<file path="config.mk">
export PLATFORM = sky130hd
export DESIGN_NAME = spi_point
export DESIGN_NICKNAME = d
export VERILOG_FILES = /design/src/hdl/spi_point.sv
export SDC_FILE = /design/constraint.sdc
export NUM_CORES = 2
export LEC_CHECK = 0
export BUFFER_PORTS_ARGS = -buffer_cell sky130_fd_sc_hd__buf_2
export CAP_MARGIN = 20
export CORE_UTILIZATION = 45
export CTS_BUF_LIST = sky130_fd_sc_hd__clkbuf_4
export DETAILED_ROUTE_END_ITERATION = 8
export PLACE_DENSITY = 0.7
export REMOVE_ABC_BUFFERS = 1
export SLEW_MARGIN = 30
export SYNTH_ARGS = -nofsm -noshare
export SYNTH_HDL_FRONTEND = slang
export SYNTH_SLANG_ARGS = --single-unit
</file>
<file path="constraint.sdc">
create_clock -name clk -period 16.4 [get_ports clk]
set_clock_uncertainty 0.15 [all_clocks]
set_input_delay 3.28 -clock clk [delete_from_list [all_inputs] [get_ports clk]]
set_output_delay 3.28 -clock clk [all_outputs]
set_load 0.01 [all_outputs]
</file>
<file path="src/hdl/spi_point.sv">
module spi_point #(
  parameter int CW = 32,
  parameter int FB = 16
) (
  input  logic                clk,
  input  logic                rst,
  input  logic                en,
  input  logic                in_valid,
  input  logic                ok,
  input  logic [FB:0]         quot,
  input  logic [3*CW-1:0]     s,
  input  logic [3*(CW+1)-1:0] d,
  output logic                out_valid,
  output logic                hit,
  output logic [FB:0]         fraction,
  output logic [3*CW-1:0]     point
);
  localparam int DW = CW + 1;
  localparam int PW = DW + FB + 1;
  localparam int OW = DW + 1;
  localparam int SUMW = CW + 3;

  logic                 v1, ok1;
  logic [FB:0]          q1;
  logic [OW-1:0]        off1 [3];
  logic                 neg1 [3];
  logic signed [CW-1:0] s1   [3];
  logic [DW-1:0]        mag  [3];
  logic [PW-1:0]        prod [3];
  logic signed [SUMW-1:0] sum [3];
  logic signed [SUMW-1:0] hi, lo;

  assign hi = SUMW'({1'b0, {(CW-1){1'b1}}});
  assign lo = -hi - SUMW'(1);

  always_comb begin
    for (int i = 0; i < 3; i++) begin
      mag[i]  = d[i*DW + DW-1] ? DW'(-$signed(d[i*DW +: DW])) : d[i*DW +: DW];
      prod[i] = PW'(mag[i]) * PW'(quot);
      if (neg1[i]) begin
        sum[i] = SUMW'(s1[i]) - SUMW'(off1[i]);
      end else begin
        sum[i] = SUMW'(s1[i]) + SUMW'(off1[i]);
      end
    end
  end

  always_ff @(posedge clk) begin
    if (rst) begin
      v1        <= 1'b0;
      out_valid <= 1'b0;
    end else if (en) begin
      v1        <= in_valid;
      out_valid <= v1;
    end
  end

  always_ff @(posedge clk) begin
    if (en) begin
      ok1 <= ok;
      q1  <= quot;
      for (int i = 0; i < 3; i++) begin
        off1[i] <= prod[i][PW-1:FB];
        neg1[i] <= d[i*DW + DW-1];
        s1[i]   <= $signed(s[i*CW +: CW]);
      end
      hit      <= ok1;
      fraction <= ok1 ? q1 : '0;
      for (int i = 0; i < 3; i++) begin
        if (!ok1) begin
          point[i*CW +: CW] <= '0;
        end else if (sum[i] > hi) begin
          point[i*CW +: CW] <= hi[CW-1:0];
        end else if (sum[i] < lo) begin
          point[i*CW +: CW] <= lo[CW-1:0];
        end else begin
          point[i*CW +: CW] <= sum[i][CW-1:0];
        end
      end
    end
  end

endmodule

</file>
After elaboration in Yosys (flattened, before gate mapping)
Memories as Yosys holds them, arrays and structs flattened.
Cells that the tools add are included.
{"block": "op_classes", "addsub": 9, "multipliers": 3, "order_cmp": 6, "n_mux": 14, "bitwise": 1, "reduce_logical": 3}
{"operator": "33-bit by 17-bit multiplier with 50-bit output", "count": 3}
{"operator": "35-bit by 34-bit adder with 35-bit output", "count": 3}
{"operator": "35-bit by 32-bit greater-than comparator with 1-bit output (second input constant)", "count": 3}
{"operator": "35-bit by 32-bit < comparator with 1-bit output (second input constant)", "count": 3}
{"operator": "35-bit two-way mux", "count": 3}
{"operator": "35-bit by 34-bit subtractor with 35-bit output", "count": 3}
{"operator": "33-bit two-way mux", "count": 3}
{"operator": "33-bit negator", "count": 3}
{"operator": "32-bit two-way mux", "count": 3}
{"operator": "31-bit two-way mux", "count": 3}
{"operator": "2-bit OR reduction", "count": 3}
{"operator": "1-bit two-way mux", "count": 2}
{"operator": "1-bit inverter", "count": 1}
{"block": "totals", "reg_bits": 134, "ram_bits": 201, "n_memories": 3}
{"memory": "off1", "words": 3, "width": 34, "rd": 3, "rd_ports_with_merged_regs": 0, "write_ports": 3, "line_no": "25", "source": "logic [OW-1:0] off1 [3];"}
{"memory": "s1", "words": 3, "width": 32, "rd": 3, "rd_ports_with_merged_regs": 0, "write_ports": 3, "line_no": "27", "source": "logic signed [CW-1:0] s1 [3];"}
{"memory": "neg1", "words": 3, "width": 1, "rd": 3, "rd_ports_with_merged_regs": 0, "write_ports": 3, "line_no": "26", "source": "logic neg1 [3];"}

Longest topological paths before layout
An unclocked memory read counts as a cell.
{"block": "logic_depth", "word_depth": 6, "depth_mapped": 35}

Least setup slack after synthesis
No wires, ideal clock.
{"block": "synth_timing", "path_kind": "input -> register", "from": "input d[66]", "to": "memory off1[0][97] (netlist bit) (data pin)", "setup_ps": 264, "arrival_time_ps": 11471, "required_time_ps": 15986, "slack_ps": 4516, "path_stages": 32, "n_path_buf": 2, "cell_sequence": "clkbuf_1 -> inv_1 -> ha_1 -> nand2_1 -> or2_2 -> or4_1 -> or3_1 -> or2_2 -> o31ai_1 -> xnor2_1 -> clkbuf_1 -> nand2_1 -> fa_1 -> fa_1 -> fa_1 -> inv_1 -> fa_1 -> fa_1 -> inv_1 -> fa_1 -> inv_1 -> ha_1 -> a21o_1 -> a21o_1 -> a221oi_1 -> o21ai_0 -> a311oi_1 -> nand2_1 -> a311oi_1 -> o21ai_0 -> a221oi_1 -> xnor2_1"}
{"element": "start: declaration", "line_no": "12", "source": "input logic [3*(CW+1)-1:0] d,"}
{"element": "end: declaration", "line_no": "25"}

==> flow_metrics.tcl <==
set metrics [dict create \
    coreArea_um2 157000 \
    cts_sinks 335 \
    cts_resized 0 \
    period_share_pct 72.4 \
    synth_seq_cells 335 \
    status "finished clean" \
    first_global_vias 57700 \
    hold_depth 1 \
    tns_ns 0 \
    synth_cells 7780 \
    drtIter0Drc 3766 \
    wl_met2_um 90000 \
    final_hold_viol_count 0 \
    insertion_delay_ns 1.09 \
    ys_warn_count 0 \
    path_max_fanout 18 \
    slowest_stage "or4_1" \
    cts_buffer_depth 3 \
    wl_per_cell_um 18.9 \
    worstSetupEndpointType "register" \
    cts_tree "built" \
    final_layout_size_suffix_gt1_share_pct 8.60 \
    port_buffers 331 \
    postRouteAntennaNets 0 \
    min_to "fraction[14]$_SDFFCE_PN0P_" \
    fmax_mhz 84.2 \
    critPathMaxStageDelay_ns 0.59 \
    hold_path_class "reg -> reg" \
    initial_core_util_pct 45.5 \
    grt_overflow_total 0 \
    ys_types 79 \
    synth_edf_count 333 \
    rr_startpoint "off1[0][34]$_DFFE_PP_" \
    via_count 54400 \
    r2r_end "point[34]$_SDFFCE_PN0P_" \
    hpwlAfterDp_um 146000 \
    synthFlopType "edfxtp_1" \
    worstPathArrival_ns 12.49 \
    mostFrequentLayoutCells "1617 x inv_1, 1389 x fa_1, 1182 x nand2_1, 656 x and2_1, 474 x ha_1" \
    drv_cap 0 \
    root_buffer "clkbuf_4" \
    first_pass_iters 6 \
    crit_top_cell "fa_1" \
    grt_pass1_wl_um 309000 \
    avgSynthCellArea_um2 9.18 \
    grtUsageTotal_pct 24.3 \
    stdcell_count 10100 \
    die_h_um 400 \
    highest_layer "met5" \
    final_util_pct 49.0 \
    rsz0062_at_grt "false" \
    holdBufCountCts 0 \
    routedLengthMet1_um 78400 \
    worstPathRequired_ns 17.01 \
    nets 10100 \
    reg2reg_slack_ns 9.94 \
    final.min_clock_period_ns 11.88 \
    place.gp.congestion 0.921 \
    drc 0 \
    ys_async_sr_fraction_pct 0 \
    post-place-ws_ns 3.39 \
    tightest_slew_ns 1.03 \
    clk_pin_slew_ns 0.06 \
    via_per_inst 5.37 \
    ios 332 \
    cts_buffers 93 \
    slew-limit-headroom_pct 30.9 \
    antenna_found_initial 33 \
    die_w_um 400 \
    final_common_cell "inv_1" \
    grt_max_degree 101 \
    r2r_cells 16 \
    rows 145 \
    cts_setup_buffers 0 \
    routed_wl_um 191000 \
    wl_met3_um 16000 \
    dieArea_um2 160000 \
    placedCellCount 9937 \
    crit_type "in -> reg" \
    htree_levels 3 \
    min_from "q1[14]$_DFFE_PP_" \
    drv_slew 0 \
    syn_area_um2 71400 \
    setup_violations 0 \
    syn2layout_area_growth_pct 7.56 \
    fin_ws_ns 4.52 \
    startpoint_type "primary input" \
    synth-seq-area-share_pct 14.1 \
]
==> metrics by stage <==
step	hold slack, ns	area (um2)
3_3_place_gp	0.319	75500
4_1_cts	0.351	76800
5_1_grt	0.371	76800
6_report	0.343	76800
2_1_floorplan	0.310	70000
3_5_place_dp	0.340	75600
==> final cells by class <==
type,count,area (um2)
fill,14500,80100
multi-input combinational,5465,54200
sequential,335,10000
inverter,1617,6070
timing repair buffer,463,2720
tap,2058,2570
clock buffer,124,931
clock inverter,38,229
antenna,22,55.1
==> worst max path at each step <==
| stage | startpoint | end | slack [ns] |
|---|---|---|---|
| 6_report | d[66] | off1[0][97]$_DFFE_PP_ | 4.52 |
| 5_1_grt | d[66] | off1[0][97]$_DFFE_PP_ | 4.05 |
| 4_1_cts | d[35] | off1[0][67]$_DFFE_PP_ | 4.58 |
| 3_5_place_dp | d[35] | off1[0][67]$_DFFE_PP_ | 3.39 |
| 3_3_place_gp | d[35] | off1[0][67]$_DFFE_PP_ | 3.51 |
| 2_1_floorplan | d[48] | off1[0][67]$_DFFE_PP_ | 4.63 |
==> kinds of logic after synthesis <==
kind of cell             share of synthesized area [%]
buffers and inverters                             10.4
XOR/XNOR                                          4.59
adder cells (fa/ha/maj)                           47.2
AND/OR/NAND/NOR                                   16.1
multiplexers                                    0.0998
AO/OA/AOI/OAI                                     7.50
flip-flops                                        14.1
==> critical path: cells and delay by family <==
family	cells	cell delay, ns
fa+ha+maj	7	3.33
xor+xnor	2	0.26
compound gates	9	2.83
buf+inv	5	0.64
simple gates	6	2.13
==> metal layers <==
layer | global-route usage (%) | vias to the layer above
met4 | 7.98 | 26
met1 | 31.6 | 27500
met5 | 0.803 | -
met2 | 40.2 | 2101
li1 | - | 24300
met3 | 5.29 | 404
==> state kept, by name (all words and copies together) (netlist names) <==
name and count:
fraction 17, hit 1, neg1 3, off1 102, ok1 1, out_valid 1, point 96, q1 17
s1 96, v1 1
==> cell usage after synthesis (20+ instances only) <==
cell type,n,share of area [%]
nor4_1,22,0.19
xor2_1,81,0.99
nand2_1,1182,6.2
fa_1,1389,39
inv_1,1617,8.5
a21oi_1,225,1.6
clkbuf_1,355,1.9
nor2b_1,46,0.40
nand4_1,35,0.31
nand2b_1,33,0.29
and3_1,20,0.18
a31o_2,36,0.44
nor3_1,63,0.44
ha_1,474,8.3
o21a_1,28,0.29
o21ai_0,186,1.3
o21bai_1,20,0.21
o31ai_1,43,0.45
nor2_1,201,1.1
a31oi_1,37,0.32
a21o_1,124,1.3
and2_1,656,5.7
xnor2_1,293,3.6
nand3_1,43,0.30
edfxtp_1,333,14
Power is not shown: default switching activity piles up to over one toggle a cycle in this logic, so the estimate is an artifact.
