<file path="src/hdl/spi_div.sv">
module spi_div #(
  parameter int MW = 40,
  parameter int FB = 16,
  parameter int SW = 8
) (
  input  logic          clk,
  input  logic          rst,
  input  logic          en,
  input  logic          in_valid,
  input  logic [MW-1:0] an,
  input  logic [MW-1:0] ad,
  input  logic [SW-1:0] in_side,
  output logic          out_valid,
  output logic [FB:0]   quot,
  output logic [SW-1:0] out_side
);
  localparam int RW = MW + 1;

  logic [RW-1:0] rr   [FB+1];
  logic [FB:0]   qq   [FB+1];
  logic          vv   [FB+1];
  logic [SW-1:0] side [FB+1];

  // one quotient bit per stage, restoring form
  for (genvar j = 0; j <= FB; j++) begin : g_stage
    logic [RW-1:0] r_in, r_out;
    logic [FB:0]   q_in;
    logic [MW-1:0] d_in;
    logic          v_in;
    logic [SW-1:0] s_in;
    logic [MW-1:0] dd;

    if (j == 0) begin : g_first
      assign r_in = RW'(an);
      assign q_in = '0;
      assign d_in = ad;
      assign v_in = in_valid;
      assign s_in = in_side;
    end else begin : g_next
      assign r_in = {rr[j-1][RW-2:0], 1'b0};
      assign q_in = {qq[j-1][FB-1:0], 1'b0};
      assign d_in = g_stage[j-1].dd;
      assign v_in = vv[j-1];
      assign s_in = side[j-1];
    end

    always_ff @(posedge clk) begin
      if (rst) begin
        vv[j] <= 1'b0;
      end else if (en) begin
        vv[j] <= v_in;
      end
    end

    always_ff @(posedge clk) begin
      if (en) begin
        if (r_in >= RW'(d_in)) begin
          rr[j] <= r_in - RW'(d_in);
          qq[j] <= q_in | (FB+1)'(1);
        end else begin
          rr[j] <= r_in;
          qq[j] <= q_in;
        end
        dd      <= d_in;
        side[j] <= s_in;
      end
    end
  end

  assign out_valid = vv[FB];
  assign quot      = qq[FB];
  assign out_side  = side[FB];

endmodule

</file>
<file path="config.mk">
export PLATFORM = sky130hd
export DESIGN_NAME = spi_div
export DESIGN_NICKNAME = d
export VERILOG_FILES = /design/src/hdl/spi_div.sv
export SDC_FILE = /design/constraint.sdc
export NUM_CORES = 2
export LEC_CHECK = 0
export BUFFER_PORTS_ARGS = -buffer_cell sky130_fd_sc_hd__buf_4
export CAP_MARGIN = 20
export CORE_MARGIN = 1
export CORE_UTILIZATION = 28
export DETAILED_ROUTE_END_ITERATION = 8
export HOLD_SLACK_MARGIN = 0.08
export SETUP_SLACK_MARGIN = 0.2
export SYNTH_ARGS = -nofsm -noshare
export SYNTH_HDL_FRONTEND = slang
export SYNTH_SLANG_ARGS = --single-unit
</file>
<file path="constraint.sdc">
create_clock -name clk -period 4.4 [get_ports clk]
set_input_delay 0 -clock clk [delete_from_list [all_inputs] [get_ports clk]]
set_output_delay 0 -clock clk [all_outputs]
set_load 0.02 [all_outputs]
</file>
---- After elaboration in Yosys (flattened, before gate mapping) ----
Memory sizes are Yosys's and may differ from the RTL's.
Index checks and enable logic that the tools add are counted.
storage, ports and cells
  bits in registers ....................... 640
  RAM bits ................................ 1139
  output and inout bits ................... 26
  memories kept ........................... 4
cells by class
  $add $sub $neg .......................... 17
  order comparisons ....................... 17
  multiplexer cells ....................... 159
  bitwise operators ....................... 51
memories
  memory  depth  bits a word  rd ports  clocked after Yosys merged registers in  wr ports  RTL line  RTL
  rr      17     41           16        0                                        17        19        logic [RW-1:0] rr [FB+1];
  qq      17     17           17        0                                        17        20        logic [FB:0] qq [FB+1];
  side    17     8            17        0                                        17        22        logic [SW-1:0] side [FB+1];
  vv      17     1            17        0                                        17        21        logic vv [FB+1];
operators by type and width
  kind                                              number
  41-bit two-way mux                                17
  41-bit by 40-bit >= comparator with 1-bit output  16
  41-bit by 40-bit subtractor with 41-bit output    16
  17-bit two-way mux                                17
  1-bit two-way mux                                 125
  1-bit OR                                          51
  40-bit by 40-bit subtractor with 41-bit output    1
  40-bit >= comparator                              1

---- Logic depth before layout (Yosys ltp) ----
An unclocked memory read counts as a cell.
  word-level depth ........................ 6
  mapped depth ............................ 15
  depth with buffers taken out ............ 13

---- Least setup slack after synthesis ----
Ideal clock, no wire load.
  path type ............................... register -> register
  start ................................... memory rr[8][5] (netlist bit)
  end ..................................... memory rr[9][10] (netlist bit), data pin
  setup time .............................. 0.260 ns
  arrival ................................. 2.917 ns
  required time ........................... 4.140 ns
  setup slack ............................. 1.224 ns
  cell stages (with the launch flop) ...... 13
  buffers on the path ..................... 1
  period minus slack after synthesis ...... 3.176 ns
  cells stage by stage .................... edfxtp_1 -> ha_1 -> and3_1 -> and4_1 -> a21boi_1 -> nor4_1 -> o21ai_1 -> a221oi_2 -> o21bai_1 -> o311a_1 -> nor2_1 -> buf_2 -> mux2_2
RTL lines
  item         RTL line
  from (decl)  19

==> impl_metrics.ini <==
[routing]
firstDrtPassIters = 6
vias = 62614
drc = 0
drt_iter0_markers = 3674
drt-vias-per-instance = 4.65
ant_nets = 0
wire_per_inst_um = 15.4
wl_um = 207000

[synthesis]
syn_nets = 9398
synth_top_cell_by_area = edfxtp_1
synth_area_per_cell_um2 = 10.7
netlist_instances = 8611
ys_types = 105
synth-async-reset-ratio = 0
seq_area_frac_synth = 0.515
synth_area_leaders = edfxtp_1 (52%), ha_1 (9.2%), a21oi_1 (3.8%), o21ai_0 (3.7%), inv_1 (3.5%)
ys_warn_count = 0
synthDominantCellAreaShare = 0.515
yosys_register_bits = 1586
mappedNetlistArea_um2 = 92400
synth_edf_count = 1585
synthFlopType = edfxtp_1

[worst_hold_path]
holdCritStartpoint = an[0]
hold_class = in2reg

[floorplan]
coreArea_um2 = 328000
start_util = 0.282
die_h_um = 576
die_w_um = 576
dieArea_um2 = 332000
ios = 118
row_count = 210

[critical_path]
cp_cell_sequence = ha_1 > and3_1 > and4_1 > a211oi_1 > o31ai_1 > a41o_1 > o21a_1 > a21oi_4 > buf_12 > mux2_2
critPathSlowestCell = a211oi_1
critPathLaunch = rr[0][6]
critical_path_class = reg2reg
worst-path-buf-inv = 1
startpoint_type = register
reg2reg_slack_ns = 0.35
slowest_delay_ns = 0.63
worst-path-stages = 10
endpoint_kind = register
cp.required_ns = 4.94
cp_top_family = compound AO/OA/AOI/OAI gates
r2r_cells = 10
crit_end = rr[1][4]
r2r_end = rr[1][4]
cp.arrival_ns = 4.59
crit-reg2reg-launch = rr[0][6]
crit_fanout = 43

[power]
p_leak_nw = 43.1
comb_power_share = 0.451
ir_worst_vdd_mv = 0.307
p_sw_mw = 26.6
p_sw_frac = 0.371
p_seq_frac = 0.339
power.internal_mw = 45.1
pwr-share-clk = 0.211
power.density_nw_per_um2 = 670

[clock_network]
clkSinkCount = 1586
cts_tree = built
cts-root-buf = clkbuf_16
path_clk_slew_ns = 0.06
max-clock-path-buffers = 4
h-tree-depth = 4
post_cts_buffers = 0
clk_latency_ns = 0.87
cts_buffers = 186

[job]
maxCapViolations = 0

[layout]
regArea_um2 = 47600
final_area_um2 = 107000
drive_gt1_frac = 0.0796
multi_input_area_um2 = 40500
synthToLayoutAreaGrowth_pct = 15.8
nNetsFinal = 9767
fill_cells = 32960

[placement]
numPortBuffers = 117
placed_area_um2 = 98900
place_ws_ns = 0.248
dp_hpwl_um = 159000
routabilityCongestion = 0.921

[timing]
maxSlewViolCount = 0
min_period_ns = 4.05
layout_setup_ws_ns = 0.348
setup_viol = 0
rsz0062_at_grt = no
relSlewSlack = 0.296
hold_violations = 0
fin_crit_sh = 0.921
fin_setup_tns_ns = 0
tightestPinTransition_ns = 1.06
max_freq_mhz = 247
finalClockSkew_ns = 0.0782

[global_route]
grt_max_degree = 140
grt_first_pass_wirelength_um = 328000
grt_pass1_vias = 62529
antenna_found_initial = 7
overflow = 0
grt_usage = 0.121

[run_status]
status = completed
[through the flow]
stage	total power, mW	cells	hold WS, ns	utilization
2_1_floorplan	48.2	8611	0.0989	-
3_3_place_gp	56.3	12930	0.179	0.302
3_5_place_dp	56.4	12930	0.180	0.302
4_1_cts	72.1	13467	0.108	0.326
5_1_grt	76.9	13469	0.192	0.326
6_report	71.7	13469	0.177	0.326
[state kept, by name (all words and copies together), names as in the netlist]
| register | cells |
|---|---|
| g_stage.d_in | 40 |
| g_stage.dd | 600 |
| qq | 153 |
| rr | 640 |
| side | 136 |
| vv | 17 |
[cell usage in the layout, fill, tap and decap left out, types with 33 or more instances in the layout]
| cell type | synthesis | routed |
|---|---|---|
| a211oi_1 | 33 | 33 |
| a21o_1 | 402 | 402 |
| a21oi_1 | 693 | 690 |
| a31oi_1 | 64 | 62 |
| and2_1 | 62 | 61 |
| and3_1 | 77 | 77 |
| buf_4 | 0 | 226 |
| clkbuf_16 | 0 | 187 |
| clkinv_1 | 0 | 35 |
| dlygate4sd3_1 | 0 | 207 |
| edfxtp_1 | 1585 | 1585 |
| ha_1 | 679 | 679 |
| inv_1 | 852 | 852 |
| mux2_2 | 99 | 99 |
| nand2_1 | 789 | 788 |
| nand2b_1 | 87 | 87 |
| nand3_1 | 132 | 132 |
| nand4_1 | 126 | 126 |
| nor2_1 | 435 | 433 |
| nor2b_1 | 87 | 87 |
| nor3_1 | 96 | 96 |
| o211ai_1 | 42 | 42 |
| o21a_1 | 79 | 79 |
| o21ai_0 | 688 | 688 |
| o21bai_1 | 99 | 99 |
| o31ai_1 | 45 | 44 |
| xnor2_1 | 301 | 301 |
| xor2_1 | 239 | 239 |
[per-layer routing]
| metal | vias to the layer above | track usage | wire, µm |
|---|---|---|---|
| met5 | - | 0 | 0 |
| met4 | 0 | 0.0644 | 11600 |
| met3 | 475 | 0.0151 | 6300 |
| met2 | 1154 | 0.213 | 98900 |
| met1 | 28851 | 0.143 | 90200 |
| li1 | 32134 | - | - |
[worst reg2reg max path: cells and delay by family (launching register included)]
| kind | cells | cell delay, ns |
|---|---|---|
| AO/OA/AOI/OAI | 5 | 1.82 |
| AND/OR/NAND/NOR | 2 | 0.56 |
| flip-flops | 1 | 0.43 |
| multiplexers | 1 | 0.39 |
| adder cells (fa/ha/maj) | 1 | 0.37 |
| buffers and inverters | 1 | 0.24 |
[area by class of cell]
type	count	area share
antenna	1	0.0000234
clock buffer	218	0.0448
clock inverter	112	0.0110
inverter	857	0.0301
multi-input combinational	5897	0.379
sequential	1586	0.445
tap	4346	0.0509
timing repair buffer	452	0.0389
[what timing repair did]
| action | in CTS | in global routing |
|---|---|---|
| hold buffers | 207 | 0 |
| endpoints found under the hold margin | 590 | 0 |
| setup endpoints to repair | 0 | 59 |
| resized for setup | 0 | 4 |
[worst min-delay path by stage]
| stage | end | slack (ns) | cells after the start |
|---|---|---|---|
| after global routing | rr[0][0] | 0.19 | 4 |
| after floorplan | g_stage[0].dd[0] | 0.1 | 0 |
| after CTS | rr[0][0] | 0.11 | 4 |
| after detailed placement | side[0][5] | 0.18 | 1 |
| final | rr[0][0] | 0.18 | 4 |
| after global placement | side[0][1] | 0.18 | 1 |
[power by group through the flow]
| stage | Combinational (mW) | Clock, mW | Sequential (mW) |
|---|---|---|---|
| 3_5_place_dp | 31.9 | 0 | 24.6 |
| 6_report | 32.3 | 15.1 | 24.3 |
| 2_1_floorplan | 24.6 | 0 | 23.6 |
| 3_3_place_gp | 31.7 | 0 | 24.6 |
| 4_1_cts | 32.2 | 15.7 | 24.3 |
| 5_1_grt | 36.1 | 16.2 | 24.7 |
[kinds of logic after synthesis]
group                    Yosys count  synth area share
XOR/XNOR                         540            0.0512
adder cells (fa/ha/maj)          695            0.0954
flip-flops                      1586             0.515
AND/OR/NAND/NOR                 2056             0.105
buffers and inverters           1129            0.0475
multiplexers                     156            0.0193
AO/OA/AOI/OAI                   2449             0.166
[cell usage after synthesis, types with 26 or more instances]
cell / count
nand2_1: 789
nor3_1: 96
mux2_2: 99
o21bai_1: 99
a21oi_1: 693
and2_1: 62
and3_1: 77
xor2_1: 239
and4_1: 29
o31ai_1: 45
inv_1: 852
nand3_1: 132
ha_1: 679
a211oi_1: 33
o21ai_0: 688
buf_2: 62
a31oi_1: 64
nor2_1: 435
nand4_1: 126
clkbuf_1: 196
o211ai_1: 42
a21o_1: 402
edfxtp_1: 1585
nor2b_1: 87
xnor2_1: 301
or3_1: 28
mux2_1: 28
nor4_1: 26
o21a_1: 79
nand2b_1: 87
Power figures use the tool's default switching activity.
